**src/rtl/core/xtea_pkg.sv**
```systemverilog
// Shared constants, types and stage helper functions for the XTEA encipher block.
package xtea_pkg;

  localparam int unsigned WORD_W     = 32;
  localparam int unsigned CYC_W      = 7;
  localparam int unsigned IDX_W      = 3;
  localparam int unsigned ROUNDS_MIN = 1;
  localparam int unsigned ROUNDS_MAX = 64;
  // Two half-round stages per XTEA cycle.
  localparam int unsigned NUM_STAGES = 2 * ROUNDS_MAX;

  localparam logic [WORD_W-1:0] DELTA = 32'h9E3779B9;

  localparam logic [CYC_W-1:0]  RESET_CYCLES = 7'd32;
  localparam logic [WORD_W-1:0] RESET_KEY0   = 32'd18748274;
  localparam logic [WORD_W-1:0] RESET_KEY1   = 32'd228374;
  localparam logic [WORD_W-1:0] RESET_KEY2   = 32'd193034845;
  localparam logic [WORD_W-1:0] RESET_KEY3   = 32'd85726348;

  typedef enum logic [IDX_W-1:0] {
    REG_ROUND_COUNT = 3'd0,
    REG_KEY_WORD0   = 3'd1,
    REG_KEY_WORD1   = 3'd2,
    REG_KEY_WORD2   = 3'd3,
    REG_KEY_WORD3   = 3'd4
  } reg_idx_t;

  typedef struct packed {
    logic [CYC_W-1:0]             cycles;
    logic [3:0][WORD_W-1:0]       key;
  } cfg_t;

  typedef struct packed {
    logic valid;
    logic active;
  } stage_ctl_t;

  // Running sum seen by half-round h: the first half of cycle c uses c*delta,
  // the second half uses (c+1)*delta.
  function automatic logic [WORD_W-1:0] stage_sum(input int unsigned h);
    logic [63:0] cnt;
    logic [63:0] prod;
    cnt  = 64'(h / 2) + 64'(h % 2);
    prod = cnt * {32'b0, DELTA};
    return prod[WORD_W-1:0];
  endfunction

  function automatic logic [1:0] stage_key_idx(input int unsigned h);
    logic [WORD_W-1:0] s;
    s = stage_sum(h);
    return (h % 2 == 0) ? s[1:0] : s[12:11];
  endfunction

  function automatic logic [WORD_W-1:0] mix_word(input logic [WORD_W-1:0] w);
    return ((w << 4) ^ (w >> 5)) + w;
  endfunction

endpackage

```
**src/rtl/core/xtea_stage.sv**
```systemverilog
// One registered XTEA half-round: updates one word from the other word.
module xtea_stage (
  input  logic                         clk,
  input  logic                         rst_n,
  input  logic                         advance,
  input  xtea_pkg::stage_ctl_t         ctl,
  input  logic [xtea_pkg::WORD_W-1:0]  sum_c,
  input  logic [xtea_pkg::WORD_W-1:0]  key,
  input  logic [xtea_pkg::WORD_W-1:0]  upd_in,
  input  logic [xtea_pkg::WORD_W-1:0]  oth_in,
  output logic                         valid_out,
  output logic [xtea_pkg::WORD_W-1:0]  upd_out,
  output logic [xtea_pkg::WORD_W-1:0]  oth_out
);

  logic                        valid_r;
  logic [xtea_pkg::WORD_W-1:0] upd_r, upd_nxt;
  logic [xtea_pkg::WORD_W-1:0] oth_r;
  logic [xtea_pkg::WORD_W-1:0] round_val;

  // Stages past the configured cycle count pass the word through unchanged.
  always_comb begin
    round_val = xtea_pkg::mix_word(oth_in) ^ (sum_c + key);
    upd_nxt   = ctl.active ? (upd_in + round_val) : upd_in;
  end

  always_ff @(posedge clk) begin
    if (!rst_n) begin
      valid_r <= 1'b0;
    end else if (advance) begin
      valid_r <= ctl.valid;
    end
  end

  always_ff @(posedge clk) begin
    if (advance) begin
      upd_r <= upd_nxt;
      oth_r <= oth_in;
    end
  end

  assign valid_out = valid_r;
  assign upd_out   = upd_r;
  assign oth_out   = oth_r;

endmodule
```
**config.mk**
```make
export PLATFORM = sky130hd
export DESIGN_NAME = xtea_stage
export DESIGN_NICKNAME = d
export VERILOG_FILES = /design/src/rtl/core/xtea_pkg.sv /design/src/rtl/core/xtea_stage.sv
export SDC_FILE = /design/constraint.sdc
export NUM_CORES = 1
export LEC_CHECK = 0
export ABC_AREA = 1
export BUFFER_PORTS_ARGS = -buffer_cell sky130_fd_sc_hd__buf_2
export CAP_MARGIN = 20
export CORE_MARGIN = 8
export CORE_UTILIZATION = 35
export CTS_BUF_LIST = sky130_fd_sc_hd__clkbuf_8
export DETAILED_ROUTE_END_ITERATION = 7
export HOLD_SLACK_MARGIN = 0.1
export PLACE_DENSITY = 0.54
export SYNTH_ARGS = -nofsm -noshare
export SYNTH_HDL_FRONTEND = slang
export SYNTH_SLANG_ARGS = --single-unit
```
**constraint.sdc**
```tcl
create_clock -name clk -period 8.65 [get_ports clk]
set_input_delay 0.4325 -clock clk [delete_from_list [all_inputs] [get_ports clk]]
set_output_delay 0.4325 -clock clk [all_outputs]
set_load 0.005 [all_outputs]
```
==> results list <==
- Largest family of logic cells by synthesized area: simple AND/OR/NAND/NOR gates
- Xor/xnor share of the synthesized area: approximately 13%
* Hold WS: ~0.29 ns
- Dominant synthesized flop cell: sky130_fd_sc_hd__edfxtp_1
- Num rows: 56
- Post-CTS repair changed the size of 0 cells.
* Port Buf Inserts: 197
- Flop2flop setup slack: about 8 ns
* Mux cell area share after synthesis: 0%
* First-pass GRT wire length: approximately 42 mm
* Vias per std cell: 4.88
- The die is 170 um wide.
* First-pass detailed-route iteration total: 4
- For this design the static power due to leakage is approximately 4.9 nW.
- After layout, the worst path uses roughly 45% of the clock period.
* Adder-Cell Fraction of Synth Area: 15.6%
- The run finished with clean final reports.
- Count of synthesis-stage warnings from yosys: 0
- P&R area growth vs syn: 19.9%
- The worst path needs 3.89 ns of the cycle, external delays included.
* Relative slew slack: between 40% and 50%
- Total setup violations reported at the end of the flow: 0
- For this run, asynchronously set or reset flops after synthesis account for 0%.
* Number of hold violations in the final report: 0
- During I/O placement, the number of pins put on the boundary was just under 200.
- Setup TNS after final layout: 0 ns
- Sequential element share of the synthesized area: 23.5%
- Post-synthesis net count: 1,391
- Pin count of the biggest net entering global routing: 67
* Area inside the core boundary: roughly 23,000 um2
- Clock-pin slew was measured on the worst setup and hold paths at around 0.090 ns.
- The netlist uses between 40 and 50 different library cells.
- Worst-case clock skew: 0 ns
- Post-synthesis compound-gate area fraction: 15.9%
- Max Freq: about 260 MHz
* Overall power after layout: between 2 and 2.5 mW
* Fill cells: roughly 2,500
- For the worst setup path, the data required time is approximately 8.8 ns.
- The multi-input combinational cells in the finished layout cover a total of approximately 5800 um2.
- Die H: 170 um
* Per-instance average area after synthesis: ~7 um2
- Clock tree from TritonCTS: built
- For this run, design rule violations remaining after detail routing come to 0.
- By startpoint and endpoint, the worst setup path is classified as primary input to flip-flop.
- GRT overflow: 0
* Post-Route WL: around 26 mm
* Final Core Density: 42.4%
* Post-synthesis instance total: ~1,200
- The number of hold buffers added after CTS was 0.
- Clock tree synthesis selected as its root buffer the cell sky130_fd_sc_hd__clkbuf_8.
- At the placement stage, the worst setup path has a slack of approximately 4.4 ns.
- Final weighted congestion of routability-driven global placement: just under 0.9
- The detail route stage leaves a number of antenna-violating nets equal to 0.
- The clock passes through at most 2 buffers.
* Number of design-rule violations left by the first detailed-router iteration: between 300 and 400
- In this run, CTS created clock tree buffers numbering 9.
- Maximum ir drop on the vdd rail: between 0.08 and 0.09 mV
- The HPWL after detailed placement is between 20 and 25 mm.
- Number of storage elements in the synthesis netlist: 65
- Summing all flip-flop and latch instances after layout gives about 1900 um2.
* Power Dens Cells: between 200 and 250 nW/um2
- Count of non-filler cells in the finished layout: roughly 1,700
- Layout cell share with drive strength beyond 1: between 10% and 20%
- The final number of max-transition violations was 0.
- In the final routed layout, each cell accounts on average for 15.7 um.
- In this run the number of H-tree levels came out at 3.
- Across every metal layer, demand over resource in global routing totals between 10% and 20%.
* Via Count: 8,224
- Initial Util: a little over a third
* Final worst setup slack: 4.76 ns
- Setup repair after global routing missed its margin: no
- Antenna violations before repair: 1
- Summing the areas of all and, or, nand and nor instances in the mapped netlist gives roughly a quarter of the synthesized area.
- The die covers ~29,000 um2.
- Counting flops with a built-in enable in the synthesized netlist gives 64.
- In the final design database the tool counted between 1,500 and 2,000 nets.
* Max FO, Critical Path: 5
* Via count of the first global-routing pass: about 8,200
* Number of placed instances, taps included: ~1,700
* Final Cell Area: between 9000 and 10,000 um2
- The worst setup path is launched from a primary input.
- The tightest min-delay check is of the primary input to flip-flop type.
- For the worst setup path, the data arrival time is around 4.0 ns.
- Area of placed instances: between 9000 and 10,000 um2
- The number of setup buffers added after CTS is 0.
- Max-cap violations in this run came to 0.
- Clock sink count: 65
- Clock latency on the worst-skew pair, taken at its later pin, is about 0.35 ns.
- At the pin with the least slew margin, the transition time is around 0.88 ns.
* Critical path capture point type: flip-flop
- In this run the cell area of the synthesized design comes to just over 8000 um2.
-- cell type report --
class	count	area share, %
Multi-Input combinational cell	966	59.0
Sequential cell	65	19.6
Timing Repair Buffer	199	10.2
Inverter	120	4.55
Tap cell	319	4.03
Clock inverter	7	1.26
Clock buffer	9	1.25
Antenna cell	1	0.0253
-- flip-flops by register name (all words and copies together) (netlist names) --
name	count
upd_out	32
oth_out	32
valid_out	1
-- critical path: stages --
cell                      delay [ns]
sky130_fd_sc_hd__buf_2          0.14
sky130_fd_sc_hd__ha_1           0.17
sky130_fd_sc_hd__inv_1          0.05
sky130_fd_sc_hd__fa_1           0.45
sky130_fd_sc_hd__nor3_1         0.24
sky130_fd_sc_hd__nor2_1         0.11
sky130_fd_sc_hd__o21ai_2        0.24
sky130_fd_sc_hd__a21oi_2        0.11
sky130_fd_sc_hd__xor2_1         0.17
sky130_fd_sc_hd__xor2_1         0.22
sky130_fd_sc_hd__inv_1          0.07
sky130_fd_sc_hd__ha_1           0.34
sky130_fd_sc_hd__nand2_1        0.10
sky130_fd_sc_hd__inv_1          0.08
sky130_fd_sc_hd__nand3_1        0.13
sky130_fd_sc_hd__nor2_1         0.17
sky130_fd_sc_hd__nand4_1        0.10
sky130_fd_sc_hd__nand3_1        0.16
sky130_fd_sc_hd__a21oi_1        0.11
sky130_fd_sc_hd__or2_2          0.28
sky130_fd_sc_hd__nand3_1        0.07
sky130_fd_sc_hd__nand2_1        0.05
-- metal layers --
layer / vias to the layer above / global-route usage [%] / wire length, um
met5: - / 0 / 0
met3: 19 / 2.42 / 1190
met2: 198 / 31.5 / 12500
met1: 3686 / 23.9 / 12400
met4: 0 / 4.12 / 308
li1: 4321 / - / -
-- layout by cell type, fill, tap and decap left out, types with 2 or more instances in the layout --
cell,n
sky130_fd_sc_hd__a211oi_1,2
sky130_fd_sc_hd__a21o_1,11
sky130_fd_sc_hd__a21oi_1,98
sky130_fd_sc_hd__a21oi_2,12
sky130_fd_sc_hd__a31oi_1,11
sky130_fd_sc_hd__and3_1,2
sky130_fd_sc_hd__buf_2,197
sky130_fd_sc_hd__bufinv_16,3
sky130_fd_sc_hd__clkbuf_8,9
sky130_fd_sc_hd__clkinv_4,2
sky130_fd_sc_hd__edfxtp_1,64
sky130_fd_sc_hd__fa_1,3
sky130_fd_sc_hd__ha_1,98
sky130_fd_sc_hd__inv_1,116
sky130_fd_sc_hd__inv_2,3
sky130_fd_sc_hd__inv_6,2
sky130_fd_sc_hd__nand2_1,308
sky130_fd_sc_hd__nand2_2,13
sky130_fd_sc_hd__nand3_1,51
sky130_fd_sc_hd__nand3b_1,4
sky130_fd_sc_hd__nand4_1,10
sky130_fd_sc_hd__nor2_1,104
sky130_fd_sc_hd__nor3_1,17
sky130_fd_sc_hd__nor4_1,3
sky130_fd_sc_hd__o211ai_1,5
sky130_fd_sc_hd__o21a_1,5
sky130_fd_sc_hd__o21ai_0,53
sky130_fd_sc_hd__o21ai_1,6
sky130_fd_sc_hd__o21ai_2,7
sky130_fd_sc_hd__o21bai_1,3
sky130_fd_sc_hd__or2_1,4
sky130_fd_sc_hd__or2_2,4
sky130_fd_sc_hd__xnor2_1,45
sky130_fd_sc_hd__xnor3_1,2
sky130_fd_sc_hd__xor2_1,72
-- kinds of logic after synthesis --
family,after synthesis
and+or+nand+nor,524
AOI/OAI and AO/OA,222
buffers and inverters,126
xor gates and xnor gates,119
adders and majority gates,101
DFF,65
-- Yosys cell counts (12+ instances only) --
master	count	area [um2]
sky130_fd_sc_hd__nand2_1	308	1160
sky130_fd_sc_hd__inv_1	116	435
sky130_fd_sc_hd__nor2_1	104	390
sky130_fd_sc_hd__a21oi_1	98	490
sky130_fd_sc_hd__ha_1	98	1230
sky130_fd_sc_hd__xor2_1	72	631
sky130_fd_sc_hd__edfxtp_1	64	1920
sky130_fd_sc_hd__o21ai_0	53	265
sky130_fd_sc_hd__nand3_1	51	255
sky130_fd_sc_hd__xnor2_1	45	394
sky130_fd_sc_hd__nor3_1	17	85.1
sky130_fd_sc_hd__nand2_2	13	81.3
sky130_fd_sc_hd__a21oi_2	12	105
-- power by group --
part	leakage, nW	internal, mW	switching (mW)	total [mW]
Sequential	0.634	0.425	0.0122	0.437
Combinational	4.15	0.535	0.863	1.40
Clock	0.124	0.194	0.136	0.330
-- final timing paths --
kind                                              from  cells past startpoint                endpoint
worst max-delay path                         oth_in[5]                     22   upd_out[28]$_DFFE_PP_
worst min-delay path                         oth_in[0]                      1    oth_out[0]$_DFFE_PP_
worst max register to register  valid_out$_SDFFE_PN0P_                      2  valid_out$_SDFFE_PN0P_
worst min register to register  valid_out$_SDFFE_PN0P_                      2  valid_out$_SDFFE_PN0P_
Power figures use the tool's default switching activity.
