`src/rtl/core/xtea_pkg.sv`:
```
// Shared constants, types and stage helper functions for the XTEA encipher block.
package xtea_pkg;

  localparam int unsigned WORD_W     = 32;
  localparam int unsigned CYC_W      = 7;
  localparam int unsigned IDX_W      = 3;
  localparam int unsigned ROUNDS_MIN = 1;
  localparam int unsigned ROUNDS_MAX = 64;
  // Two half-round stages per XTEA cycle.
  localparam int unsigned NUM_STAGES = 2 * ROUNDS_MAX;

  localparam logic [WORD_W-1:0] DELTA = 32'h9E3779B9;

  localparam logic [CYC_W-1:0]  RESET_CYCLES = 7'd32;
  localparam logic [WORD_W-1:0] RESET_KEY0   = 32'd18748274;
  localparam logic [WORD_W-1:0] RESET_KEY1   = 32'd228374;
  localparam logic [WORD_W-1:0] RESET_KEY2   = 32'd193034845;
  localparam logic [WORD_W-1:0] RESET_KEY3   = 32'd85726348;

  typedef enum logic [IDX_W-1:0] {
    REG_ROUND_COUNT = 3'd0,
    REG_KEY_WORD0   = 3'd1,
    REG_KEY_WORD1   = 3'd2,
    REG_KEY_WORD2   = 3'd3,
    REG_KEY_WORD3   = 3'd4
  } reg_idx_t;

  typedef struct packed {
    logic [CYC_W-1:0]             cycles;
    logic [3:0][WORD_W-1:0]       key;
  } cfg_t;

  typedef struct packed {
    logic valid;
    logic active;
  } stage_ctl_t;

  // Running sum seen by half-round h: the first half of cycle c uses c*delta,
  // the second half uses (c+1)*delta.
  function automatic logic [WORD_W-1:0] stage_sum(input int unsigned h);
    logic [63:0] cnt;
    logic [63:0] prod;
    cnt  = 64'(h / 2) + 64'(h % 2);
    prod = cnt * {32'b0, DELTA};
    return prod[WORD_W-1:0];
  endfunction

  function automatic logic [1:0] stage_key_idx(input int unsigned h);
    logic [WORD_W-1:0] s;
    s = stage_sum(h);
    return (h % 2 == 0) ? s[1:0] : s[12:11];
  endfunction

  function automatic logic [WORD_W-1:0] mix_word(input logic [WORD_W-1:0] w);
    return ((w << 4) ^ (w >> 5)) + w;
  endfunction

endpackage

```
`src/rtl/core/xtea_cfg_if.sv`:
```
// Configuration write channel.
interface xtea_cfg_if;
  logic        valid;
  logic        ready;
  logic [2:0]  index;
  logic [31:0] data;

  modport source (output valid, output index, output data, input ready);
  modport sink   (input valid, input index, input data, output ready);
endinterface

```
`src/rtl/core/xtea_cfg_regs.sv`:
```
// Configuration register file: round count (saturated on write) and key words.
module xtea_cfg_regs (
  input  logic                clk,
  input  logic                rst_n,
  xtea_cfg_if.sink            cfg_wr,
  output xtea_pkg::cfg_t      cfg
);

  xtea_pkg::cfg_t cfg_r, cfg_nxt;
  logic [xtea_pkg::CYC_W-1:0] wr_cycles;

  assign cfg_wr.ready = 1'b1;

  always_comb begin
    if (cfg_wr.data[6:0] < 7'(xtea_pkg::ROUNDS_MIN)) begin
      wr_cycles = 7'(xtea_pkg::ROUNDS_MIN);
    end else if (cfg_wr.data[6:0] > 7'(xtea_pkg::ROUNDS_MAX)) begin
      wr_cycles = 7'(xtea_pkg::ROUNDS_MAX);
    end else begin
      wr_cycles = cfg_wr.data[6:0];
    end
  end

  always_comb begin
    cfg_nxt = cfg_r;
    if (cfg_wr.valid) begin
      unique case (cfg_wr.index)
        xtea_pkg::REG_ROUND_COUNT: cfg_nxt.cycles = wr_cycles;
        xtea_pkg::REG_KEY_WORD0:   cfg_nxt.key[0] = cfg_wr.data;
        xtea_pkg::REG_KEY_WORD1:   cfg_nxt.key[1] = cfg_wr.data;
        xtea_pkg::REG_KEY_WORD2:   cfg_nxt.key[2] = cfg_wr.data;
        xtea_pkg::REG_KEY_WORD3:   cfg_nxt.key[3] = cfg_wr.data;
        default:                   cfg_nxt = cfg_r;
      endcase
    end
  end

  always_ff @(posedge clk) begin
    if (!rst_n) begin
      cfg_r.cycles <= xtea_pkg::RESET_CYCLES;
      cfg_r.key[0] <= xtea_pkg::RESET_KEY0;
      cfg_r.key[1] <= xtea_pkg::RESET_KEY1;
      cfg_r.key[2] <= xtea_pkg::RESET_KEY2;
      cfg_r.key[3] <= xtea_pkg::RESET_KEY3;
    end else begin
      cfg_r <= cfg_nxt;
    end
  end

  assign cfg = cfg_r;

endmodule

```
`src/flat_wrapper.sv`:
```
// flat-port wrapper written by rule: the top's interface ports become plain ports
module xtea_cfg_regs_flat 
  (clk, rst_n, cfg, cfg_wr_valid, cfg_wr_index, cfg_wr_data, cfg_wr_ready);
  xtea_cfg_if cfg_wr_i ();
  input  logic clk;
  input  logic rst_n;
  output xtea_pkg::cfg_t cfg;
  input wire logic [$bits(cfg_wr_i.valid)-1:0] cfg_wr_valid;
  input wire logic [$bits(cfg_wr_i.index)-1:0] cfg_wr_index;
  input wire logic [$bits(cfg_wr_i.data)-1:0] cfg_wr_data;
  output wire logic [$bits(cfg_wr_i.ready)-1:0] cfg_wr_ready;
  assign cfg_wr_i.valid = cfg_wr_valid;
  assign cfg_wr_i.index = cfg_wr_index;
  assign cfg_wr_i.data = cfg_wr_data;
  assign cfg_wr_ready = cfg_wr_i.ready;
  xtea_cfg_regs u_core (.clk(clk), .rst_n(rst_n), .cfg_wr(cfg_wr_i), .cfg(cfg));
endmodule
```
`config.mk`:
```
export PLATFORM = sky130hd
export DESIGN_NAME = xtea_cfg_regs_flat
export DESIGN_NICKNAME = d
export VERILOG_FILES = /design/src/rtl/core/xtea_pkg.sv /design/src/rtl/core/xtea_cfg_if.sv /design/src/rtl/core/xtea_cfg_regs.sv /design/src/flat_wrapper.sv
export SDC_FILE = /design/constraint.sdc
export NUM_CORES = 1
export LEC_CHECK = 0
export ABC_AREA = 0
export BUFFER_PORTS_ARGS = -buffer_cell sky130_fd_sc_hd__buf_2
export CAP_MARGIN = 10
export CORE_MARGIN = 2
export CORE_UTILIZATION = 29
export CTS_BUF_LIST = sky130_fd_sc_hd__clkbuf_4 sky130_fd_sc_hd__clkbuf_8
export CTS_CLUSTER_DIAMETER = 30
export DETAILED_ROUTE_END_ITERATION = 16
export GPL_ROUTABILITY_DRIVEN = 1
export GPL_TIMING_DRIVEN = 1
export MAX_ROUTING_LAYER = met4
export SKIP_LAST_GASP = 1
export SLEW_MARGIN = 20
export SYNTH_ARGS = -nofsm -noshare
export SYNTH_HDL_FRONTEND = slang
export SYNTH_SLANG_ARGS = --single-unit
```
`constraint.sdc`:
```
create_clock -name clk -period 1.4 [get_ports clk]
set_clock_uncertainty 0.15 [all_clocks]
set_input_delay 0.07 -clock clk [delete_from_list [all_inputs] [get_ports clk]]
set_output_delay 0.07 -clock clk [all_outputs]
set_load 0.02 [all_outputs]
```
==> results of run 1 <==
## worst max-delay path, delay by kind of cell
kind                   cells  cell delay (ns)
AND/OR/NAND/NOR            1             0.59
buffers and inverters      2             0.65
AO/OA/AOI/OAI              1             0.28
## routing by layer
metal | track usage, % | part of all wire (%) | up-vias
met2 | 28.8 | 47 | 151
met1 | 23.4 | 46 | 2181
met5 | - | 0 | -
li1 | - | - | 2335
met3 | 4.88 | 5.0 | 17
met4 | 4.89 | 1.4 | 0
## stage by stage
step	utilization, %	setup WS (ns)	area, um^2	std cells	setup TNS [ns]
2_1_floorplan	-	0.0587	4760	588	0
3_5_place_dp	37.7	0.0359	6000	948	0
3_3_place_gp	37.7	0.0728	6000	948	0
4_1_cts	42.4	0.0179	6770	1016	0
5_1_grt	42.7	-0.0692	6810	1018	-0.319
6_report	42.7	0.0173	6810	1018	0
## where the power goes
part	total (uW)	leakage (uW)	switching (uW)	internal, uW
Combinational	827	0.00175	506	321
Clock	3260	0.000203	1540	1720
Sequential	3990	0.00110	48.6	3940
## how the worst min path moves through the flow
| stage | start | endpoint | depth (start not counted) |
|---|---|---|---|
| 6_report | cfg_wr_index[1] | u_core.cfg[128] | 3 |
| 5_1_grt | cfg_wr_index[1] | u_core.cfg[128] | 3 |
| 4_1_cts | cfg_wr_index[1] | u_core.cfg[128] | 3 |
| 3_5_place_dp | cfg_wr_data[8] | u_core.cfg[8] | 3 |
| 3_3_place_gp | cfg_wr_data[18] | u_core.cfg[114] | 3 |
| 2_1_floorplan | cfg_wr_data[7] | u_core.cfg[103] | 2 |
## final cells by class
type | count | area (um^2) | area share (%)
sequential | 135 | 2700 | 39.7
multi-input combinational | 401 | 1860 | 27.4
timing repair buffer | 232 | 1560 | 23.0
clock buffer | 21 | 277 | 4.06
tap | 216 | 270 | 3.97
clock inverter | 11 | 125 | 1.84
inverter | 2 | 7.51 | 0.110
## cell usage after synthesis
library cell / n
a21oi_1: 59
and4b_1: 1
and4bb_1: 1
and4bb_2: 1
buf_1: 5
buf_2: 12
buf_4: 1
buf_6: 2
clkbuf_1: 30
conb_1: 1
dfxtp_1: 135
inv_1: 1
inv_2: 1
nand2_1: 220
nand3_1: 75
nand3b_1: 4
nand4b_1: 1
nand4bb_1: 3
nor4_1: 1
nor4b_1: 1
nor4bb_1: 1
o211ai_1: 1
o21ai_0: 28
o311ai_2: 1
o41ai_2: 1
or4b_4: 1
## repair_timing
action	in CTS	in global routing
resized for setup	0	2
setup endpoints to repair	0	23
endpoints found under the hold margin	135	0
buffers inserted	0	2
hold buffers	36	0
## logic make-up after synthesis
kind of cell,count (synthesis),synth area share (%)
buffers and inverters,52,4.81
DFF,135,56.8
AOI/OAI and AO/OA,90,9.99
and+or+nand+nor,310,28.3
other,1,0.0788
==> results by group, run 1 <==
Global route
  – Initial antenna violation count: 0
  – Number of global-route vias before repair: between 4000 and 5000
  – Total gr overflow: 0
  – Largest net degree at the start of global routing: 47
  – First-pass GRT wire length: ~24000 um
  – Total track usage: 18.4%

Routing
  – Vias: between 4000 and 5000
  – TritonRoute pass-1 iters: 4
  – WL per Instance: about 16 um
  – Initial DRC Count: roughly 220
  – ANT nets after route: 0
  – Vias per std cell: 4.60
  – Residual DRC: 0
  – Total wire length: 16000 um

Layout
  – Diodes inserted: 0
  – Most common cell after layout, fill and taps aside: nand2_1
  – Share of cells above drive strength 1: 29.7%
  – Number of flip-flops in the largest register: 135
  – Area grow syn2layout: 43.1%
  – Fillers: about 1600
  – Layout net count: slightly above 800
  – Most frequent cells in the layout: nand2_1, buf_2, dfxtp_1

Clock tree
  – Clock buffer depth: 2
  – CTS Buf Count: 17
  – H-tree levels: 4
  – CTS clk-pin slew, worst paths: approximately 0.08 ns
  – Root buf cell: clkbuf_8
  – Skew-Pair Late Insertion Delay: about 0.44 ns
  – TritonCTS clock tree: built
  – Clock sink count: ~140

Worst setup path
  – Critical Path Sink Type: flip-flop
  – CP peak stage delay: 0.59 ns
  – Data required time of the critical path: roughly 1.6 ns
  – Crit path capture: u_core.cfg[128]
  – Crit-path cells: dlygate4sd3_1 > buf_2 > or4b_4 > o41ai_2
  – Worst Setup SP: cfg_wr_index[0]
  – Reg2reg start: u_core.cfg[111]
  – Worst Path Arrival: between 1.5 and 2 ns
  – Crit-path max FO: 9
  – FF-to-FF End: u_core.cfg[111]
  – Slowest CP cell: or4b_4
  – Startpoint types: input pin
  – Reg2reg path depth: 2
  – R2R Setup Slk: ~0.62 ns
  – Crit path kind: input pin to flip-flop

Synthesis
  – Post-Syn Instances: 588
  – Post-synthesis instance area: between 0.004 and 0.005 mm^2
  – Area contributors post-synth: dfxtp_1, nand2_1, nand3_1
  – Fraction of the yosys area taken by sequential cells: a little under three fifths
  – Area leader, netlist: dfxtp_1
  – Synth warn: 0
  – Synth top area share: roughly 57%
  – Seq cells post-synth: about 140
  – Synth cell types: 26
  – Syn_nets: approximately 630
  – Post-Syn Area per Cell: 8.09 um^2

Flow run
  – Max Cap Violations: 0

Run status
  – Status: finished clean

Pwr
  – Worst vdd ir: about 0.00049 V
  – Power Dens Cells: about 1200 mW/mm^2
  – Lkg Pwr: 0.00305 uW
  – Total Power: just over 8000 uW

Floorplanning
  – Initial Utilization: roughly 30%
  – Row count: between 40 and 50
  – Core Box Area: between 0.015 and 0.02 mm^2
  – I/O pin cnt: 174
  – Die ar.: roughly 0.017 mm^2
  – Die Height: 132 um
  – Chip width: between 100 and 150 um

STA
  – Fin crit share: roughly 99%
  – Finish-stage setup viols: 0
  – RSZ-0062 raised after global routing: yes
  – Pins over their slew limit: 0
  – Minimum clock period: approximately 1.4 ns
  – Hold Slack: 0.00271 ns
  – Final hold violations: 0
  – Highest Clock Rate: slightly above 700 MHz

Placed design
  – Gpl congestion: between 0.7 and 0.8
  – Port Buffers: between 150 and 200
  – Final HPWL DP: around 10000 um

Worst hold path
  – HP Class: input pin to flip-flop
No activity file was read; power rests on OpenSTA's default activity.
==> run 2: changes to the inputs <==
--- a/config.mk
+++ b/config.mk
@@ -10,7 +10,6 @@
 export CAP_MARGIN = 10
 export CORE_MARGIN = 2
 export CORE_UTILIZATION = 29
-export CTS_BUF_LIST = sky130_fd_sc_hd__clkbuf_4 sky130_fd_sc_hd__clkbuf_8
 export CTS_CLUSTER_DIAMETER = 30
 export DETAILED_ROUTE_END_ITERATION = 16
 export GPL_ROUTABILITY_DRIVEN = 1
==> results by group, run 2 (same netlist as run 1, synthesis figures left out) <==
Run status
  – Status: complete, but fails checks
  – Failing checks: hold timing

Layout
  – Share of cells above drive strength 1: 29.4% (-0.25 points)
  – Most common cell after layout, fill and taps aside: nand2_1
  – Diodes inserted: 0 (unchanged)
  – Number of flip-flops in the largest register: 135 (unchanged)
  – Register area: 0.00270 mm^2 (unchanged)
  – Fillers: 1590 (-1.1%)
  – Most frequent cells in the layout: nand2_1, buf_2, dfxtp_1
  – Finished Cell Area: 0.00697 mm^2 (+2.4%)
  – Area grow syn2layout: 46.5%
  – Layout net count: 827 (unchanged)
  – Finished Core Util: 43.7% (+1.0 points)
  – Area of the multi-input gates: 0.00186 mm^2 (-0.20%)

Global route
  – Met2 global-route usage: 28.8% (-0.087 points)
  – Total gr overflow: 0 (unchanged)
  – GRT busiest layer: met2
  – Number of global-route vias before repair: 4328 (+0.42%)
  – Initial antenna violation count: 0 (unchanged)
  – Met1 usage: 23.4% (about the same)
  – Largest net degree at the start of global routing: 47 (unchanged)
  – Met3 Usage GRT: 4.08% (-0.81 points)
  – Total track usage: 18.3% (-0.052 points)
  – First-pass GRT wire length: 24100 um (+0.43%)

Routing
  – Residual DRC: 0 (unchanged)
  – WL per Instance: 15.4 um (-2.3%)
  – Vias: 4661 (-0.49%)
  – TritonRoute pass-1 iters: 4 (unchanged)
  – Total wire length: 15700 um (-2.3%)
  – ANT nets after route: 0 (unchanged)
  – Vias per std cell: 4.58 (-0.49%)
  – Initial DRC Count: 242 (+8.0%)

Worst setup path
  – Crit path kind: input pin to flip-flop
  – Reg2reg path depth: 3 (+1)
  – Crit-path max FO: 10 (+1)
  – Startpoint types: input pin
  – Reg2reg start: u_core.cfg[132]
  – Critical Path Sink Type: flip-flop
  – R2R Setup Slk: 0.11 ns (-0.51 ns)
  – Data required time of the critical path: 1.55 ns (-0.06 ns)
  – FF-to-FF End: u_core.cfg[132]
  – Worst Path Arrival: 1.52 ns (-0.07 ns)

Placed design
  – Placed inst area: 0.00600 mm^2 (unchanged)
  – Gpl congestion: 0.783 (unchanged)
  – Final HPWL DP: 10500 um (unchanged)
  – Port Buffers: 172 (unchanged)

Clock tree
  – Skew-Pair Late Insertion Delay: 0.41 ns (-0.03 ns)
  – Hold-fix buffers, CTS: 36 (unchanged)
  – Clock sink count: 135 (unchanged)
  – Clock buffer depth: 2 (unchanged)
  – H-tree levels: 4 (unchanged)
  – TritonCTS clock tree: built
  – Root buf cell: clkbuf_16
  – CTS Buf Count: 17 (unchanged)
  – CTS clk-pin slew, worst paths: 0.06 ns (-0.02 ns)

STA
  – Fin crit share: 97.8% (-0.99 points)
  – Highest Clock Rate: 731 MHz (+1.0%)
  – Final hold violations: 1 (+1)
  – RSZ-0062 raised after global routing: no
  – Finish-stage setup viols: 0 (unchanged)
  – Fin Setup TNS: 0 ns (unchanged)
  – Minimum clock period: 1.37 ns (-0.0139 ns)
  – Pins over their slew limit: 0 (unchanged)
  – Hold Slack: -0.0506 ns (-0.0533 ns)

Pwr
  – Power Dens Cells: 1320 mW/mm^2 (+11%)
  – Worst vdd ir: 0.000785 V (+60%)
  – Lkg Pwr: 0.00311 uW (+1.7%)

Flow run
  – Max Cap Violations: 0 (unchanged)

Floorplanning
  – Row count: 46 (unchanged)
  – Die ar.: 0.0174 mm^2 (unchanged)
  – Die Height: 132 um (unchanged)
  – Core Box Area: 0.0159 mm^2 (unchanged)
  – I/O pin cnt: 174 (unchanged)
  – Chip width: 132 um (unchanged)
  – Initial Utilization: 29.8% (unchanged)

Worst hold path
  – HP Class: input pin to flip-flop
  – Hold Path End: u_core.cfg[133]
  – Hold-critical path depth: 4 (+1)
  – Min-delay src: cfg_wr_index[0]
## run 2: changes by cell type in the layout (fill, tap and decap cells not counted)
cell | previous run | this run
nor4b_2 | 1 | 0
clkbuf_4 | 2 | 1
dlymetal6s4s_1 | 1 | 0
nor4b_1 | 0 | 1
nand2_1 | 220 | 219
clkbuf_1 | 0 | 2
nand2_2 | 0 | 1
clkbuf_16 | 1 | 17
clkbuf_8 | 19 | 2
dlygate4sd3_1 | 35 | 36
## run 2: final cells by class
type	count	area share, %
Tap cell	216	3.88
Clock inverter	11	1.80
Multi-Input combinational cell	401	26.7
Clock buffer	21	6.61
Timing Repair Buffer	232	22.2
Inverter	2	0.108
Sequential cell	135	38.8
## run 2: power breakdown
part	total (uW)	switching [uW]	internal (uW)	leakage, uW
registers	3990	48.9	3940	0.00110
clock network	4380	1660	2720	0.000283
logic	813	499	314	0.00173
total	9190	2210	6980	0.00311
## run 2: worst max-delay path: stages
cell           delay [ns]
clkbuf_4             0.15
or4b_4               0.61
nand2_1              0.09
dlygate4sd3_1        0.54
a21oi_1              0.06
## run 2: repair_timing
action,in CTS,in global routing
hold endpoints to repair,135,1
setup buffers,0,2
resized for setup,0,2
setup endpoints to repair,0,1
## run 2: worst max path at each step
stage                          from               to  cells past startpoint
floorplan           cfg_wr_index[1]  u_core.cfg[128]                      4
global placement    cfg_wr_index[1]  u_core.cfg[128]                      3
detailed placement  cfg_wr_index[1]  u_core.cfg[128]                      3
CTS                 cfg_wr_index[1]  u_core.cfg[129]                      5
global route        cfg_wr_index[1]  u_core.cfg[129]                      5
finish              cfg_wr_index[1]  u_core.cfg[130]                      5
## run 2: stage by stage
stage          worst slack (ns)  instances  total power, uW
5_1_grt                0.000489       1018             9560
4_1_cts                  0.0504       1016             9290
2_1_floorplan            0.0587        588             4460
3_5_place_dp             0.0359        948             4820
6_report                 0.0311       1018             9190
3_3_place_gp             0.0728        948             4810
## run 2: routing by layer
layer | vias up | share of wire (%)
met2 | 136 | 47
met4 | 0 | 2.1
met1 | 2162 | 46
met3 | 21 | 5.4
met5 | - | 0
li1 | 2342 | -
==> run 3: changes to the inputs <==
--- a/config.mk
+++ b/config.mk
@@ -6,12 +6,12 @@
 export NUM_CORES = 1
 export LEC_CHECK = 0
 export ABC_AREA = 0
-export BUFFER_PORTS_ARGS = -buffer_cell sky130_fd_sc_hd__buf_2
 export CAP_MARGIN = 10
 export CORE_MARGIN = 2
 export CORE_UTILIZATION = 29
 export CTS_CLUSTER_DIAMETER = 30
 export DETAILED_ROUTE_END_ITERATION = 16
+export DONT_BUFFER_PORTS = 1
 export GPL_ROUTABILITY_DRIVEN = 1
 export GPL_TIMING_DRIVEN = 1
 export MAX_ROUTING_LAYER = met4
==> results by group, run 3 (same netlist as run 1, synthesis figures left out) <==
Worst setup path
  – Crit-path cells: nand2_1 > nand3_1 > dlygate4sd3_1
  – Startpoint types: flip-flop
  – Data required time of the critical path: 1.61 ns (+0.06 ns)
  – CP peak stage delay: 0.54 ns (-0.07 ns)
  – Crit-path max FO: 2 (-8)
  – Worst Path Arrival: 1.59 ns (+0.07 ns)
  – Crit path kind: flip-flop to flip-flop
  – Critical Path Sink Type: flip-flop
  – Slowest CP cell: dlygate4sd3_1

Pwr
  – Total Power: 9510 uW (+3.5%)
  – Power Dens Cells: 1420 mW/mm^2 (+7.5%)
  – Worst vdd ir: 0.000820 V (+4.4%)
  – Lkg Pwr: 0.00251 uW (-19%)

STA
  – Hold Slack: 0.0236 ns (+0.0742 ns)
  – Final hold violations: 0 (-1)
  – Finish-stage setup viols: 0 (unchanged)
  – Highest Clock Rate: 722 MHz (-1.1%)
  – Least-Margin Pin Slew: 0.624 ns
  – Relative slew slack: roughly three fifths
  – Pins over their slew limit: 0 (unchanged)
  – Fin crit share: 98.9% (+1.1 points)
  – Fin Setup TNS: 0 ns (unchanged)
  – Minimum clock period: 1.38 ns (+0.0154 ns)

Floorplanning
  – Die Height: 132 um (unchanged)
  – Die ar.: 0.0174 mm^2 (unchanged)
  – Core Box Area: 0.0159 mm^2 (unchanged)
  – Row count: 46 (unchanged)
  – Initial Utilization: 29.8% (unchanged)
  – Chip width: 132 um (unchanged)
  – I/O pin cnt: 174 (unchanged)

Global route
  – Largest net degree at the start of global routing: 54 (+15%)
  – Total track usage: 20.7% (+2.4 points)
  – Number of global-route vias before repair: 4491 (+3.8%)
  – First-pass GRT wire length: 26600 um (+10%)
  – Initial antenna violation count: 0 (unchanged)
  – Total gr overflow: 0 (unchanged)

Clock tree
  – Clock buffer depth: 2 (unchanged)
  – H-tree levels: 4 (unchanged)
  – Root buf cell: clkbuf_16
  – Skew-Pair Late Insertion Delay: 0.41 ns (about the same)
  – CTS Buf Count: 17 (unchanged)
  – TritonCTS clock tree: built
  – CTS clk-pin slew, worst paths: 0.06 ns (about the same)
  – Clock sink count: 135 (unchanged)

Placed design
  – Gpl congestion: 0.779 (-0.56%)
  – Port Buffers: 0 (-100%)
  – Inst Count DP: 773 (-18%)
  – Final HPWL DP: 9710 um (-7.2%)

Flow run
  – Max Cap Violations: 0 (unchanged)

Layout
  – Number of flip-flops in the largest register: 135 (unchanged)
  – Most common cell after layout, fill and taps aside: nand2_1
  – Area grow syn2layout: 41.0%
  – Most frequent cells in the layout: nand2_1, dfxtp_1, dlygate4sd3_1
  – Layout net count: 709 (-14%)
  – Finished Core Util: 42.1% (-1.6 points)
  – Finished Layout Cells: 899 (-12%)
  – Diodes inserted: 0 (unchanged)
  – Share of cells above drive strength 1: 12.7% (-17 points)

Routing
  – Vias: 4306 (-7.6%)
  – ANT nets after route: 0 (unchanged)
  – Total wire length: 17100 um (+9.1%)
  – TritonRoute pass-1 iters: 5 (+1)
  – Vias per std cell: 4.79 (+4.6%)
  – WL per Instance: 19.0 um (+24%)
  – Initial DRC Count: 235 (-2.9%)
  – Residual DRC: 0 (unchanged)

Worst hold path
  – HP Class: input pin to flip-flop

Run status
  – Status: finished clean
## run 3: critical path, delay by kind of cell (launching register included)
family | cells | cell delay (ns)
buffers and inverters | 1 | 0.54
flip-flops | 1 | 0.46
AND/OR/NAND/NOR | 2 | 0.18
## run 3: layout make-up
class	instances	area, um^2
clock inverter	8	144
sequential	135	2740
timing repair buffer	114	1200
fill	1613	9230
inverter	2	7.51
clock buffer	23	488
multi-input combinational	401	1860
tap	216	270
## run 3: stage by stage
step / instance area, um^2 / worst slack [ns]
finish: 6710 / 0.0157
global route: 6710 / -0.0257
CTS: 6630 / 0.00770
detailed placement: 5070 / 0.200
global placement: 5070 / 0.206
floorplan: 4760 / 0.0587
## run 3: timing repair
item	CTS	global route
setup endpoints to repair	0	40
hold buffers	91	7
buffers inserted	0	0
hold endpoints to repair	135	26
resized for setup	0	31
## run 3: where the power goes
group          internal, uW  switching (uW)
clock network          3160            1640
registers              3950             192
logic                   272             298
total                  7380            2130
## run 3: per-layer routing
metal / global-route usage (%) / share of wire (%)
met1: 25.4 / 43
met2: 31.7 / 45
met3: 6.73 / 8.7
met4: 7.61 / 2.5
met5: - / 0
## run 3: final timing paths
check | endpoint | cells past startpoint | slack [ns] | start
max | u_core.cfg[91] | 3 | 0.02 | u_core.cfg[91]
min | u_core.cfg[32] | 4 | 0.02 | cfg_wr_valid
max reg2reg | u_core.cfg[91] | 3 | 0.02 | u_core.cfg[91]
min reg2reg | u_core.cfg[3] | 2 | 0.31 | u_core.cfg[3]
